===== src/sv/assert_macros.svh =====
// assertion macros for the rtl files
// no dependencies; pulled in by `include where assertions are written
`ifndef ASSERT_MACROS_SVH
`define ASSERT_MACROS_SVH

// concurrent check, muted while reset is asserted (active low)
`define BAS_ASSERT(lbl, clk, rst_n, prop, msg) \
    lbl: assert property (@(posedge clk) disable iff (!rst_n) (prop)) else $error(msg);

// concurrent check that also runs through reset
`define BAS_ASSERT_ALWAYS(lbl, clk, prop, msg) \
    lbl: assert property (@(posedge clk) (prop)) else $error(msg);

`endif


===== src/sv/bas_pkg.sv =====
// shared types and constants of the bridge converter serial reader
// no dependencies; used by bas_core, bridge_adc_serial_reader, adc_link_checker and testbench
package bas_pkg;

    localparam int unsigned BAS_DATA_BITS = 24;
    localparam int unsigned VALUE_W       = 24;
    localparam int unsigned HALF_W        = 8;
    localparam int unsigned WDOG_W        = 32;
    localparam int unsigned CFG_IDX_W     = 2;
    localparam int unsigned CFG_DATA_W    = 32;

    localparam logic signed [VALUE_W-1:0] VALUE_MAX = 24'sh7FFFFF;
    localparam logic signed [VALUE_W-1:0] VALUE_MIN = 24'sh800000;

    localparam logic [HALF_W-1:0] HALF_RST = 8'd40;
    localparam logic [WDOG_W-1:0] WDOG_RST = 32'd40000000;

    // configuration register indexes
    localparam logic [CFG_IDX_W-1:0] CFG_HALF_PERIOD = 2'd0;
    localparam logic [CFG_IDX_W-1:0] CFG_WATCHDOG    = 2'd1;

    typedef enum logic [1:0] {
        PH_IDLE = 2'd0,
        PH_HIGH = 2'd1,
        PH_LOW  = 2'd2,
        PH_GAIN = 2'd3
    } t_phase;

    typedef struct packed {
        logic [HALF_W-1:0] half_period_ticks;
        logic [WDOG_W-1:0] watchdog_ticks;
    } t_cfg;

    typedef struct packed {
        logic                      clock_level;
        logic                      value_valid;
        logic signed [VALUE_W-1:0] value;
        logic                      watchdog_fired;
    } t_result;

endpackage


===== src/sv/bas_core.sv =====
// link sequencer, shift register, result formatting and watchdog
// depends on bas_pkg; result is combinational from state and the current tick
module bas_core import bas_pkg::*; #(
    parameter int unsigned DATA_BITS = BAS_DATA_BITS
) (
    input  logic    i_clk,
    input  logic    i_rst_n,
    input  logic    i_step,
    input  logic    i_data_level,
    input  t_cfg    i_cfg,
    output t_result o_result
);

    localparam int unsigned CNT_W = $clog2(DATA_BITS + 1);

    t_phase               r_phase, n_phase;
    logic [CNT_W-1:0]     r_bit_count, n_bit_count;
    logic [HALF_W-1:0]    r_phase_timer, n_phase_timer;
    logic [DATA_BITS-1:0] r_shift_word, n_shift_word;
    logic                 r_previous_level;
    logic [WDOG_W-1:0]    r_timeout_counter, n_timeout_counter;

    logic                      w_done;
    logic [CNT_W-1:0]          w_bit_inc;
    logic [WDOG_W-1:0]         w_limit;
    logic [WDOG_W-1:0]         w_count_inc;
    logic signed [VALUE_W-1:0] w_word;
    logic                      w_valid;

    // signed reading of the received word, clamped to the output range
    generate
        if (DATA_BITS > VALUE_W) begin : g_sat
            logic [DATA_BITS-VALUE_W:0] w_top;
            assign w_top  = r_shift_word[DATA_BITS-1:VALUE_W-1];
            assign w_word = ((&w_top) || !(|w_top)) ? r_shift_word[VALUE_W-1:0] :
                            (w_top[DATA_BITS-VALUE_W] ? VALUE_MIN : VALUE_MAX);
        end else begin : g_ext
            assign w_word = VALUE_W'($signed(r_shift_word));
        end
    endgenerate

    assign w_done      = (r_phase_timer >= i_cfg.half_period_ticks);
    assign w_bit_inc   = r_bit_count + 1'b1;
    assign w_limit     = (i_cfg.watchdog_ticks == '0) ? WDOG_W'(1) : i_cfg.watchdog_ticks;
    assign w_count_inc = r_timeout_counter + 1'b1;

    always_comb begin
        n_phase       = r_phase;
        n_bit_count   = r_bit_count;
        n_phase_timer = r_phase_timer;
        n_shift_word  = r_shift_word;
        w_valid       = 1'b0;
        o_result      = '0;
        case (r_phase)
            PH_IDLE: begin
                if (r_previous_level && !i_data_level) begin
                    n_phase              = PH_HIGH;
                    n_phase_timer        = HALF_W'(1);
                    n_bit_count          = '0;
                    n_shift_word         = '0;
                    o_result.clock_level = 1'b1;
                end
            end
            PH_HIGH: begin
                if (w_done) begin
                    n_phase       = PH_LOW;
                    n_phase_timer = HALF_W'(1);
                end else begin
                    n_phase_timer        = r_phase_timer + 1'b1;
                    o_result.clock_level = 1'b1;
                end
            end
            PH_LOW: begin
                if (w_done) begin
                    n_shift_word         = {r_shift_word[DATA_BITS-2:0], i_data_level};
                    n_bit_count          = w_bit_inc;
                    n_phase              = (w_bit_inc >= CNT_W'(DATA_BITS)) ? PH_GAIN : PH_HIGH;
                    n_phase_timer        = HALF_W'(1);
                    o_result.clock_level = 1'b1;
                end else begin
                    n_phase_timer = r_phase_timer + 1'b1;
                end
            end
            PH_GAIN: begin
                // extra pulse keeps channel a, gain 128 for the next conversion
                if (w_done) begin
                    n_phase        = PH_IDLE;
                    n_phase_timer  = '0;
                    n_bit_count    = '0;
                    w_valid        = 1'b1;
                    o_result.value = w_word;
                end else begin
                    n_phase_timer        = r_phase_timer + 1'b1;
                    o_result.clock_level = 1'b1;
                end
            end
            default: begin
                n_phase = PH_IDLE;
            end
        endcase

        // watchdog restarts on every result and on expiry
        n_timeout_counter = w_count_inc;
        if (w_valid) begin
            n_timeout_counter = '0;
        end else if (w_count_inc >= w_limit) begin
            n_timeout_counter       = '0;
            o_result.watchdog_fired = 1'b1;
        end
        o_result.value_valid = w_valid;
    end

    always_ff @(posedge i_clk) begin
        if (!i_rst_n) begin
            r_phase           <= PH_IDLE;
            r_bit_count       <= '0;
            r_phase_timer     <= '0;
            r_shift_word      <= '0;
            r_previous_level  <= 1'b1;
            r_timeout_counter <= '0;
        end else if (i_step) begin
            r_phase           <= n_phase;
            r_bit_count       <= n_bit_count;
            r_phase_timer     <= n_phase_timer;
            r_shift_word      <= n_shift_word;
            r_previous_level  <= i_data_level;
            r_timeout_counter <= n_timeout_counter;
        end
    end

endmodule


===== src/sv/bridge_adc_serial_reader.sv =====
// top level of the bridge converter serial reader: config registers, output skid
// depends on bas_pkg, bas_core and assert_macros.svh
//
//  channel   direction  handshake                  payload
//  input     in         i_valid / o_stall          i_data_level
//  output    out        o_valid / i_stall          o_clock_level, o_value_valid,
//                                                  o_value, o_watchdog_fired
//  config    in         i_cfg_valid / o_cfg_ready  i_cfg_index, i_cfg_data
//
// one word in gives one word out; a word can be taken every cycle while o_stall is low, and its result is registered
// in the output register or the skid; the rate is set by the single pass through the sequencer in bas_core
// reset is synchronous, active low; config returns to 40 ticks per phase
//   and a 40000000 tick watchdog, the sequencer to idle
// a two-entry output (register plus skid) keeps taking input while one word waits;
//   o_stall rises only when both entries are full
`include "assert_macros.svh"

module bridge_adc_serial_reader import bas_pkg::*; #(
    parameter int unsigned DATA_BITS = BAS_DATA_BITS
) (
    input  logic                      i_clk,
    input  logic                      i_rst_n,
    // sample channel
    input  logic                      i_valid,
    output logic                      o_stall,
    input  logic                      i_data_level,
    // result channel
    output logic                      o_valid,
    input  logic                      i_stall,
    output logic                      o_clock_level,
    output logic                      o_value_valid,
    output logic signed [VALUE_W-1:0] o_value,
    output logic                      o_watchdog_fired,
    // configuration write channel
    input  logic                      i_cfg_valid,
    output logic                      o_cfg_ready,
    input  logic [CFG_IDX_W-1:0]      i_cfg_index,
    input  logic [CFG_DATA_W-1:0]     i_cfg_data
);

    t_cfg    r_cfg;
    t_result w_result;

    // output register and skid entry
    logic    r_out_valid;
    t_result r_out;
    logic    r_skd_valid;
    t_result r_skd;

    logic w_in_acc;
    logic w_out_acc;

    assign o_cfg_ready = 1'b1;
    assign o_stall     = r_skd_valid;
    assign w_in_acc    = i_valid && !r_skd_valid;
    assign w_out_acc   = r_out_valid && !i_stall;

    // config writes; indexes past the list are dropped
    always_ff @(posedge i_clk) begin
        if (!i_rst_n) begin
            r_cfg.half_period_ticks <= HALF_RST;
            r_cfg.watchdog_ticks    <= WDOG_RST;
        end else if (i_cfg_valid && o_cfg_ready) begin
            case (i_cfg_index)
                CFG_HALF_PERIOD: r_cfg.half_period_ticks <= i_cfg_data[HALF_W-1:0];
                CFG_WATCHDOG:    r_cfg.watchdog_ticks    <= i_cfg_data[WDOG_W-1:0];
                default: begin
                end
            endcase
        end
    end

    bas_core #(
        .DATA_BITS (DATA_BITS)
    ) u_core (
        .i_clk        (i_clk),
        .i_rst_n      (i_rst_n),
        .i_step       (w_in_acc),
        .i_data_level (i_data_level),
        .i_cfg        (r_cfg),
        .o_result     (w_result)
    );

    // valid flags of the two output entries
    always_ff @(posedge i_clk) begin
        if (!i_rst_n) begin
            r_out_valid <= 1'b0;
            r_skd_valid <= 1'b0;
        end else if (!r_out_valid || w_out_acc) begin
            // output slot frees up: skid drains first, else the new word goes in
            if (r_skd_valid) begin
                r_skd_valid <= 1'b0;
                r_out_valid <= 1'b1;
            end else begin
                r_out_valid <= w_in_acc;
            end
        end else if (w_in_acc) begin
            r_skd_valid <= 1'b1;
        end
    end

    // payload, no reset needed
    always_ff @(posedge i_clk) begin
        if (!r_out_valid || w_out_acc) begin
            if (r_skd_valid) begin
                r_out <= r_skd;
            end else if (w_in_acc) begin
                r_out <= w_result;
            end
        end else if (w_in_acc) begin
            r_skd <= w_result;
        end
    end

    assign o_valid          = r_out_valid;
    assign o_clock_level    = r_out.clock_level;
    assign o_value_valid    = r_out.value_valid;
    assign o_value          = r_out.value;
    assign o_watchdog_fired = r_out.watchdog_fired;

    // skid holds a word only behind a full output register
    `BAS_ASSERT(a_skid_behind_out, i_clk, i_rst_n, r_skd_valid |-> r_out_valid, "skid valid with output empty")
    // a word taken in while the output is held must land in the skid
    `BAS_ASSERT(a_skid_fill, i_clk, i_rst_n, (w_in_acc && r_out_valid && !w_out_acc) |=> r_skd_valid, "accepted word lost behind stalled output")
    // a new result restarts the watchdog, so both flags never meet
    `BAS_ASSERT(a_no_fire_with_value, i_clk, i_rst_n, o_valid |-> !(o_value_valid && o_watchdog_fired), "timeout flagged on a result word")
    // value field is zero when no result is presented
    `BAS_ASSERT(a_value_zero, i_clk, i_rst_n, (o_valid && !o_value_valid) |-> (o_value == '0), "value nonzero without result")

endmodule


===== config.mk =====
export PLATFORM = sky130hd
export DESIGN_NAME = bridge_adc_serial_reader
export DESIGN_NICKNAME = d
export VERILOG_FILES = /design/src/sv/bas_pkg.sv /design/src/sv/bas_core.sv /design/src/sv/bridge_adc_serial_reader.sv
export VERILOG_INCLUDE_DIRS = /design/src /design/src/sv
export SDC_FILE = /design/constraint.sdc
export NUM_CORES = 1
export LEC_CHECK = 0
export BUFFER_PORTS_ARGS = -buffer_cell sky130_fd_sc_hd__buf_2
export CAP_MARGIN = 20
export CORE_UTILIZATION = 60
export DETAILED_ROUTE_END_ITERATION = 10
export GPL_TIMING_DRIVEN = 0
export PLACE_DENSITY = 0.8
export SYNTH_ARGS = -nofsm -noshare
export SYNTH_HDL_FRONTEND = slang
export SYNTH_SLANG_ARGS = --single-unit
export TNS_END_PERCENT = 5

===== constraint.sdc =====
create_clock -name i_clk -period 5 [get_ports i_clk]
set_input_delay 1 -clock i_clk [delete_from_list [all_inputs] [get_ports i_clk]]
set_output_delay 1 -clock i_clk [all_outputs]
set_load 0.05 [all_outputs]

==> Flow_metrics.wiki, run 1 <==
{| class="wikitable"
! Metric !! Value
|-
| Startpoint kind of the worst setup timing path || flop
|-
| Startpoint of the worst setup timing path || u_core.r_timeout_counter[0]
|-
| Boundary pin count || 70
|-
| Vias after detailed routing || 6418
|-
| Reg2reg start || u_core.r_timeout_counter[0]
|-
| Unrepaired setup endpoints after global routing || false
|-
| Vias per Instance || 5.94
|-
| Post-Route WL || 18.0 mm
|-
| Number of global-route vias before repair || approximately 6.3k
|-
| Final hold viol count || 0
|-
| Cell depth of the worst hold path || 2
|-
| Row cnt || 42
|-
| Number of instances in the synthesized netlist || 802
|-
| Predominant post-synthesis flop cell || sky130_fd_sc_hd__dfxtp_1
|-
| Biggest cell delay along the critical path || 0.66 ns
|-
| Hold EP || r_cfg[0]
|-
| Initial antenna violation count || 0
|-
| Period utilization || between 80 and 90%
|-
| Yosys warning total || 0
|-
| Number of synthesized flops with an enable pin || 54
|-
| Clock tree from TritonCTS || yes
|-
| Number of antenna diodes || 0
|-
| Source-to-sink clock delay at the later pin of the worst-skew pair || roughly 0.44 ns
|-
| Clk pin slew, worst setup/hold paths || about 0.07 ns
|-
| IR Drop Worst-Case VDD || 0.203 mV
|-
| P&R area growth vs syn || 14.1%
|-
| Clk Tree Root Cell || sky130_fd_sc_hd__clkbuf_16
|-
| Worst path cell trace || ha_1 -> and4_1 -> nand4_1 -> nor3_1 -> nand2_1 -> xnor2_1 -> ha_1 -> nand4_1 -> nor4_1 -> nand2_1 -> a31o_2 -> and2_4 -> buf_6 -> buf_6 -> a32o_1
|-
| Arrival time reported for the critical path endpoint || between 4 and 5 ns
|-
| Final Util || roughly 70%
|-
| Layout cells sized above 1 || 16.2%
|-
| Final setup viols || 0
|-
| Final weighted congestion of routability-driven global placement || 0.907
|-
| Skew final || approximately 0.017 ns
|-
| Final Critical Period || 4.47 ns
|-
| Largest buffer count on any clock path || 2
|-
| Endpoint required time on the critical path || 5.33 ns
|-
| Mean Syn Cell Area || just over 10 um2
|-
| Post-CTS Resized || 0
|-
| Global route total overflow || 0
|-
| Proportion of synthesized chip area in sequential cells || 48.3%
|-
| Clock Sink Count || 168
|-
| Peak fanout along the critical path || 10
|-
| Number of buffers added by the clock tree synthesis step || 17
|-
| Final layout net count || 980
|-
| Crit path capture type || flop
|-
| Initial Utilization || between 60 and 70%
|-
| Final worst setup slack || 0.526 ns
|-
| Slew Limit Headroom || 51.9%
|-
| Net count after synthesis || 891
|-
| Count of input and output buffers || 68
|-
| Reg-to-Reg End || u_core.r_timeout_counter[18]
|-
| Setup TNS Final || 0 ns
|-
| Wire length of the first global-routing pass || a little over 30 mm
|-
| Total global routing track utilization || 27.4%
|-
| Postcts setup bufs || 0
|-
| Power density over the cells || 328 mW/mm2
|-
| Transition at the pin with the smallest max-transition slack || between 0.7 and 0.8 ns
|-
| Cell depth of the worst flop-to-flop path || 15
|-
| Number of standard cells in the final layout excluding fillers || roughly 1.1k
|-
| Worst-path cell with the longest stage delay || sky130_fd_sc_hd__nor4_1
|-
| Path type of the worst min-delay path || flop to flop
|-
| Per-cell routed wire length || 16.6 um
|-
| Highest attainable clock frequency || 224 MHz
|-
| Dpl ws || 0.618 ns
|-
| Biggest area contributors in the synthesized netlist || sky130_fd_sc_hd__dfxtp_1, sky130_fd_sc_hd__edfxtp_1, sky130_fd_sc_hd__ha_1
|-
| Cell Area, Synth || 0.00808 mm2
|-
| Hold buffer count at cts || 0
|-
| Die Span Y || 118 um
|-
| Pin count of the biggest net entering global routing || 21
|-
| Area enclosed by the die boundary || 0.0139 mm2
|-
| Core region area || approximately 0.013 mm2
|-
| Final Max Tran Viols || 0
|-
| Status || completed
|-
| Static leakage power || 3.76 nW
|-
| Unique cell type count in the Yosys netlist || between 50 and 60
|-
| Placed wire-length estimate || about 13 mm
|-
| Chip Width || approximately 120 um
|-
| Largest area contributor in the synthesized netlist || sky130_fd_sc_hd__dfxtp_1
|-
| Worst reg-to-reg setup slack || 0.53 ns
|-
| Number of H-tree levels || 4
|-
| Critical hold path startpoint || r_cfg[0]
|-
| Post-route ant nets || 0
|-
| Total of max-cap violations || 0
|-
| First-pass DRT Iterations || 5
|-
| Top cell type's share of synthesized area || 28.2%
|-
| DRC marker count from the first detailed-route iteration || 629
|-
| Proportion of synthesized flip-flops having asynchronous set or reset || 0%
|-
| Number of DRC violations after detailed routing || 0
|-
| Type of the setup path with the least slack || flop to flop
|-
| FF+latch count, synth || 168
|-
| Post-placement cell count || 1048
|}
[cell families (layout without fill, tap and decap cells)]
| family | after synthesis | after routing | synth area share, % |
|---|---|---|---|
| compound gates | 158 | 158 | 14.3 |
| xor+xnor | 34 | 34 | 3.68 |
| fa+ha+maj | 49 | 49 | 7.58 |
| buf+inv | 92 | 194 | 4.67 |
| flops | 168 | 168 | 48.3 |
| mux | 34 | 34 | 4.60 |
| other cells | 1 | 1 | 0.0464 |
| simple gates | 266 | 266 | 16.8 |
[final cells by class]
class	instances	area, um2
sequential	168	3900
tap	176	220
clock buffer	18	429
clock inverter	14	111
multi-input combinational	542	3810
inverter	46	173
timing repair buffer	70	370
fill	960	3970
buffer	46	205
[worst max-delay path, delay by kind of cell (launching register included)]
family | cells | cell delay (ns)
AO/OA/AOI/OAI | 2 | 0.56
buffers and inverters | 2 | 0.27
AND/OR/NAND/NOR | 8 | 2.22
XOR/XNOR | 1 | 0.17
adder cells (fa/ha/maj) | 2 | 0.66
flip-flops | 1 | 0.47
[routing by layer]
layer / GRT usage, % / wire length, um
met1: 36.4 / 8150
met5: 0 / 0
met2: 45.1 / 8610
met4: 9.86 / 273
met3: 4.70 / 929
[state kept, by name, indices dropped and copies added, names as in the netlist]
| name | flops |
|---|---|
| o_clock_level | 1 |
| u_core.r_timeout_counter | 32 |
| o_value_valid | 1 |
| o_watchdog_fired | 1 |
| u_core.r_phase_timer | 8 |
| o_value | 24 |
| u_core.r_shift_word | 24 |
| o_stall | 1 |
| r_cfg | 40 |
| u_core.r_previous_level | 1 |
| r_skd | 27 |
| u_core.r_bit_count | 5 |
| u_core.r_phase | 2 |
| o_valid | 1 |
[stage by stage]
step | power (mW) | area [um2] | hold slack [ns]
after floorplan | 1.74 | 8080 | 0.441
after CTS | 3.03 | 9220 | 0.481
final | 3.03 | 9220 | 0.476
after global routing | 3.14 | 9220 | 0.499
after detailed placement | 1.83 | 8680 | 0.470
after global placement | 1.81 | 8640 | 0.458
[placed cells by master (no fill, tap or decap), types with 21 or more instances in the layout]
cell,count
sky130_fd_sc_hd__dfxtp_1,114
sky130_fd_sc_hd__nand2_1,95
sky130_fd_sc_hd__buf_2,73
sky130_fd_sc_hd__edfxtp_1,54
sky130_fd_sc_hd__a21oi_1,51
sky130_fd_sc_hd__ha_1,49
sky130_fd_sc_hd__inv_1,46
sky130_fd_sc_hd__clkbuf_1,36
sky130_fd_sc_hd__nor2_1,34
sky130_fd_sc_hd__and3_1,33
sky130_fd_sc_hd__a32o_1,27
sky130_fd_sc_hd__mux2_2,25
sky130_fd_sc_hd__a22o_1,24
sky130_fd_sc_hd__nand3_1,21
[synth_stat cells (7+ instances only)]
cell	instances
sky130_fd_sc_hd__dfxtp_1	114
sky130_fd_sc_hd__nand2_1	95
sky130_fd_sc_hd__edfxtp_1	54
sky130_fd_sc_hd__a21oi_1	52
sky130_fd_sc_hd__ha_1	49
sky130_fd_sc_hd__inv_1	46
sky130_fd_sc_hd__clkbuf_1	35
sky130_fd_sc_hd__nor2_1	35
sky130_fd_sc_hd__and3_1	33
sky130_fd_sc_hd__a32o_1	27
sky130_fd_sc_hd__mux2_2	25
sky130_fd_sc_hd__a22o_1	24
sky130_fd_sc_hd__nand3_1	21
sky130_fd_sc_hd__o211ai_1	18
sky130_fd_sc_hd__xor2_1	18
sky130_fd_sc_hd__xnor2_1	16
sky130_fd_sc_hd__nand4_1	15
sky130_fd_sc_hd__nor3_1	11
sky130_fd_sc_hd__and4_1	9
sky130_fd_sc_hd__mux2i_1	9
sky130_fd_sc_hd__nor4_1	9
sky130_fd_sc_hd__o21ai_0	9
sky130_fd_sc_hd__nand2b_1	7
[power by group]
part           total [mW]  switching [mW]  internal (mW)
Sequential           1.49          0.0363           1.45
Combinational       0.322           0.212          0.110
Clock                1.22           0.571          0.647
[how the worst max path moves through the flow]
stage	to	slack [ns]	cells past startpoint
after floorplan	u_core.r_timeout_counter[19]	1.53	15
after global placement	u_core.r_timeout_counter[11]	0.73	15
after detailed placement	u_core.r_timeout_counter[18]	0.62	15
after CTS	u_core.r_timeout_counter[18]	0.61	15
after global routing	u_core.r_timeout_counter[14]	0.29	15
final	u_core.r_timeout_counter[18]	0.53	15
No activity file was read; power rests on OpenSTA's default activity.
==> run 2: changes to the inputs <==
--- a/config.mk
+++ b/config.mk
@@ -8,10 +8,9 @@
 export LEC_CHECK = 0
 export BUFFER_PORTS_ARGS = -buffer_cell sky130_fd_sc_hd__buf_2
 export CAP_MARGIN = 20
-export CORE_UTILIZATION = 60
+export CORE_UTILIZATION = 46
 export DETAILED_ROUTE_END_ITERATION = 10
 export GPL_TIMING_DRIVEN = 0
-export PLACE_DENSITY = 0.8
 export SYNTH_ARGS = -nofsm -noshare
 export SYNTH_HDL_FRONTEND = slang
 export SYNTH_SLANG_ARGS = --single-unit
==> run 2 against run 1 <==
  * Sequential share of layout area shrank 0.56 points
  * Largest cell class unchanged
  * Clock skew shrank 0.0044 ns
  * Clock power grew 7%
  * Core utilization shrank 16 points
  * Final cell count grew 4.5%
  * Register-to-register slack lost 0.02 ns
  * Non-clock buffer count is the same
  * Via count shrank 2.0%
==> Flow_metrics.wiki, run 2 (synthesis results as in run 1) <==
{| class="wikitable"
! Metric !! Value
|-
| Post-CTS Resized || 0 (unchanged)
|-
| Worst-path cell with the longest stage delay || sky130_fd_sc_hd__nor4_1
|-
| Vias after detailed routing || 6290 (-2.0%)
|-
| Source-to-sink clock delay at the later pin of the worst-skew pair || 0.44 ns (about the same)
|-
| Highest attainable clock frequency || 223 MHz (-0.36%)
|-
| Final hold viol count || 0 (unchanged)
|-
| Max reg flops || 40 (unchanged)
|-
| Endpoint required time on the critical path || 5.33 ns (about the same)
|-
| Wire length of the first global-routing pass || 30.2 mm (about the same)
|-
| Global route total overflow || 0 (unchanged)
|-
| Top delay family on crit path || simple AND/OR/NAND/NOR gates
|-
| P&R area growth vs syn || 15.6%
|-
| Initial antenna violation count || 0 (unchanged)
|-
| Chip Width || 135 um (+14%)
|-
| Most common library cell in the layout ignoring fill and taps || sky130_fd_sc_hd__dfxtp_1
|-
| Post-placement cell area || 0.00874 mm2 (+0.71%)
|-
| Buffering stage count on the worst path with inverters included || 2 (unchanged)
|-
| Boundary pin count || 70 (unchanged)
|-
| Slew Limit Headroom || 41.1% (-11 points)
|-
| Clock Sink Count || 168 (unchanged)
|-
| Footprint of the multi-input gates || 0.00381 mm2 (unchanged)
|-
| Startpoint kind of the worst setup timing path || flop
|-
| Vias per Instance || 5.57 (-6.2%)
|-
| Skew final || 0.0124 ns (-0.00441 ns)
|-
| Status || completed
|-
| Power density over the cells || 333 mW/mm2 (+1.3%)
|-
| DRC marker count from the first detailed-route iteration || 383 (-39%)
|-
| Die Span Y || 135 um (+14%)
|-
| Total of max-cap violations || 0 (unchanged)
|-
| Total global routing track utilization || 21.5% (-5.9 points)
|-
| Final Max Tran Viols || 0 (unchanged)
|-
| Final Critical Period || 4.49 ns (+0.0163 ns)
|-
| Most used cells in the layout excluding fill and tap cells || sky130_fd_sc_hd__dfxtp_1, sky130_fd_sc_hd__nand2_1, sky130_fd_sc_hd__buf_2
|-
| Crit path capture type || flop
|-
| Biggest cell delay along the critical path || 0.68 ns (+0.02 ns)
|-
| Peak fanout along the critical path || 10 (unchanged)
|-
| Static leakage power || 3.79 nW (+0.90%)
|-
| Post-route ant nets || 0 (unchanged)
|-
| Final weighted congestion of routability-driven global placement || 0.810 (-11%)
|-
| Period utilization || 89.8% (+0.33 points)
|-
| Area enclosed by the die boundary || 0.0181 mm2 (+30%)
|-
| Count of input and output buffers || 68 (unchanged)
|-
| Largest buffer count on any clock path || 2 (unchanged)
|-
| Number of DRC violations after detailed routing || 0 (unchanged)
|-
| Footprint of the flip-flops and latches || 0.00390 mm2 (unchanged)
|-
| Hold buffer count at cts || 0 (unchanged)
|-
| Clk pin slew, worst setup/hold paths || 0.07 ns (about the same)
|-
| Final layout net count || 980 (unchanged)
|-
| Worst path cell trace || and4_1 -> nand4_2 -> nor3_1 -> nand3_1 -> xnor2_1 -> ha_1 -> nand4_1 -> nor4_1 -> nand2_1 -> a31o_2 -> and2_4 -> buf_6 -> buf_6 -> a32o_1
|-
| Initial Utilization || 46.9% (-14 points)
|-
| Type of the setup path with the least slack || flop to flop
|-
| Post-Route WL || 18.3 mm (+1.9%)
|-
| Number of antenna diodes || 0 (unchanged)
|-
| Path type of the worst min-delay path || flop to flop
|-
| Core region area || 0.0172 mm2 (+31%)
|-
| Postcts setup bufs || 0 (unchanged)
|-
| Register name with the most flops || r_cfg
|-
| Transition at the pin with the smallest max-transition slack || 0.882 ns (+0.162 ns)
|-
| Final setup viols || 0 (unchanged)
|-
| Number of H-tree levels || 4 (unchanged)
|-
| Largest registers || r_cfg: 40 flops, u_core.r_timeout_counter: 32 flops, r_skd: 27 flops
|-
| Number of buffers added by the clock tree synthesis step || 17 (unchanged)
|-
| Clock tree from TritonCTS || yes
|-
| First-pass DRT Iterations || 6 (+1)
|-
| Pin count of the biggest net entering global routing || 20 (-4.8%)
|-
| Number of global-route vias before repair || 6033 (-3.7%)
|-
| Clk Tree Root Cell || sky130_fd_sc_hd__clkbuf_16
|-
| Arrival time reported for the critical path endpoint || 4.82 ns (+0.02 ns)
|-
| Final instance area || 0.00935 mm2 (+1.3%)
|-
| Unrepaired setup endpoints after global routing || false
|-
| Layout fillers || 1544 (+61%)
|-
| Setup TNS Final || 0 ns (unchanged)
|-
| Placed wire-length estimate || 14.0 mm (+5.6%)
|-
| Per-cell routed wire length || 16.2 um (-2.6%)
|-
| Layout cells sized above 1 || 16.5% (+0.33 points)
|-
| Row cnt || 48 (+14%)
|-
| IR Drop Worst-Case VDD || 0.245 mV (+20%)
|-
| Cell with the most instances on the worst path || sky130_fd_sc_hd__buf_6
|}
-- run 2: cell types whose count changed in the layout (fill, tap and decap cells not counted), sizes merged --
cell	delta
clkinvlp	-2
clkinv	+4
clkbuf	-1
inv	-1
-- run 2: worst paths after layout --
path	from	to	slack (ns)	depth (start not counted)
setup reg to reg	u_core.r_timeout_counter[10]	u_core.r_timeout_counter[11]	0.51	14
hold / removal	r_cfg[30]	r_cfg[30]	0.48	2
hold reg to reg	r_cfg[30]	r_cfg[30]	0.48	2
setup / recovery	u_core.r_timeout_counter[10]	u_core.r_timeout_counter[11]	0.51	14
-- run 2: metal layers --
metal  vias up  wire [um]  GRT usage [%]
met3        23        872           4.80
met2       165       8430           33.9
met4         0        297           7.80
met1      2998       8710           29.1
met5         -          0              0
li1       3104          -              -
-- run 2: area by class of cell --
class / count / share of cell area (%)
Clock inverter: 15 / 1.90
Tap cell: 225 / 3.01
Multi-Input combinational cell: 542 / 40.8
Buffer: 46 / 2.20
Inverter: 46 / 1.85
Clock buffer: 17 / 4.55
Sequential cell: 168 / 41.8
Timing Repair Buffer: 70 / 3.96
-- run 2: through the flow --
| step | util (%) | power [mW] | hold slack, ns | setup slack, ns | std cells |
|---|---|---|---|---|---|
| floorplan | - | 1.74 | 0.441 | 1.53 | 802 |
| global placement | 50.5 | 1.82 | 0.459 | 0.617 | 1095 |
| detailed placement | 50.7 | 1.83 | 0.464 | 0.572 | 1097 |
| CTS | 54.2 | 3.14 | 0.483 | 0.561 | 1129 |
| global route | 54.2 | 3.25 | 0.499 | 0.269 | 1129 |
| finish | 54.2 | 3.11 | 0.482 | 0.510 | 1129 |
-- run 2: worst min-delay path, stage by stage, from the launching register on --
cell and delay (ns):
sky130_fd_sc_hd__dfxtp_1 0.32, sky130_fd_sc_hd__nand2_1 0.06, sky130_fd_sc_hd__a21oi_1 0.05
-- run 2: where the power goes --
group	switching, mW	internal (mW)
clock	0.630	0.676
combinational	0.208	0.108
sequential	0.0335	1.45
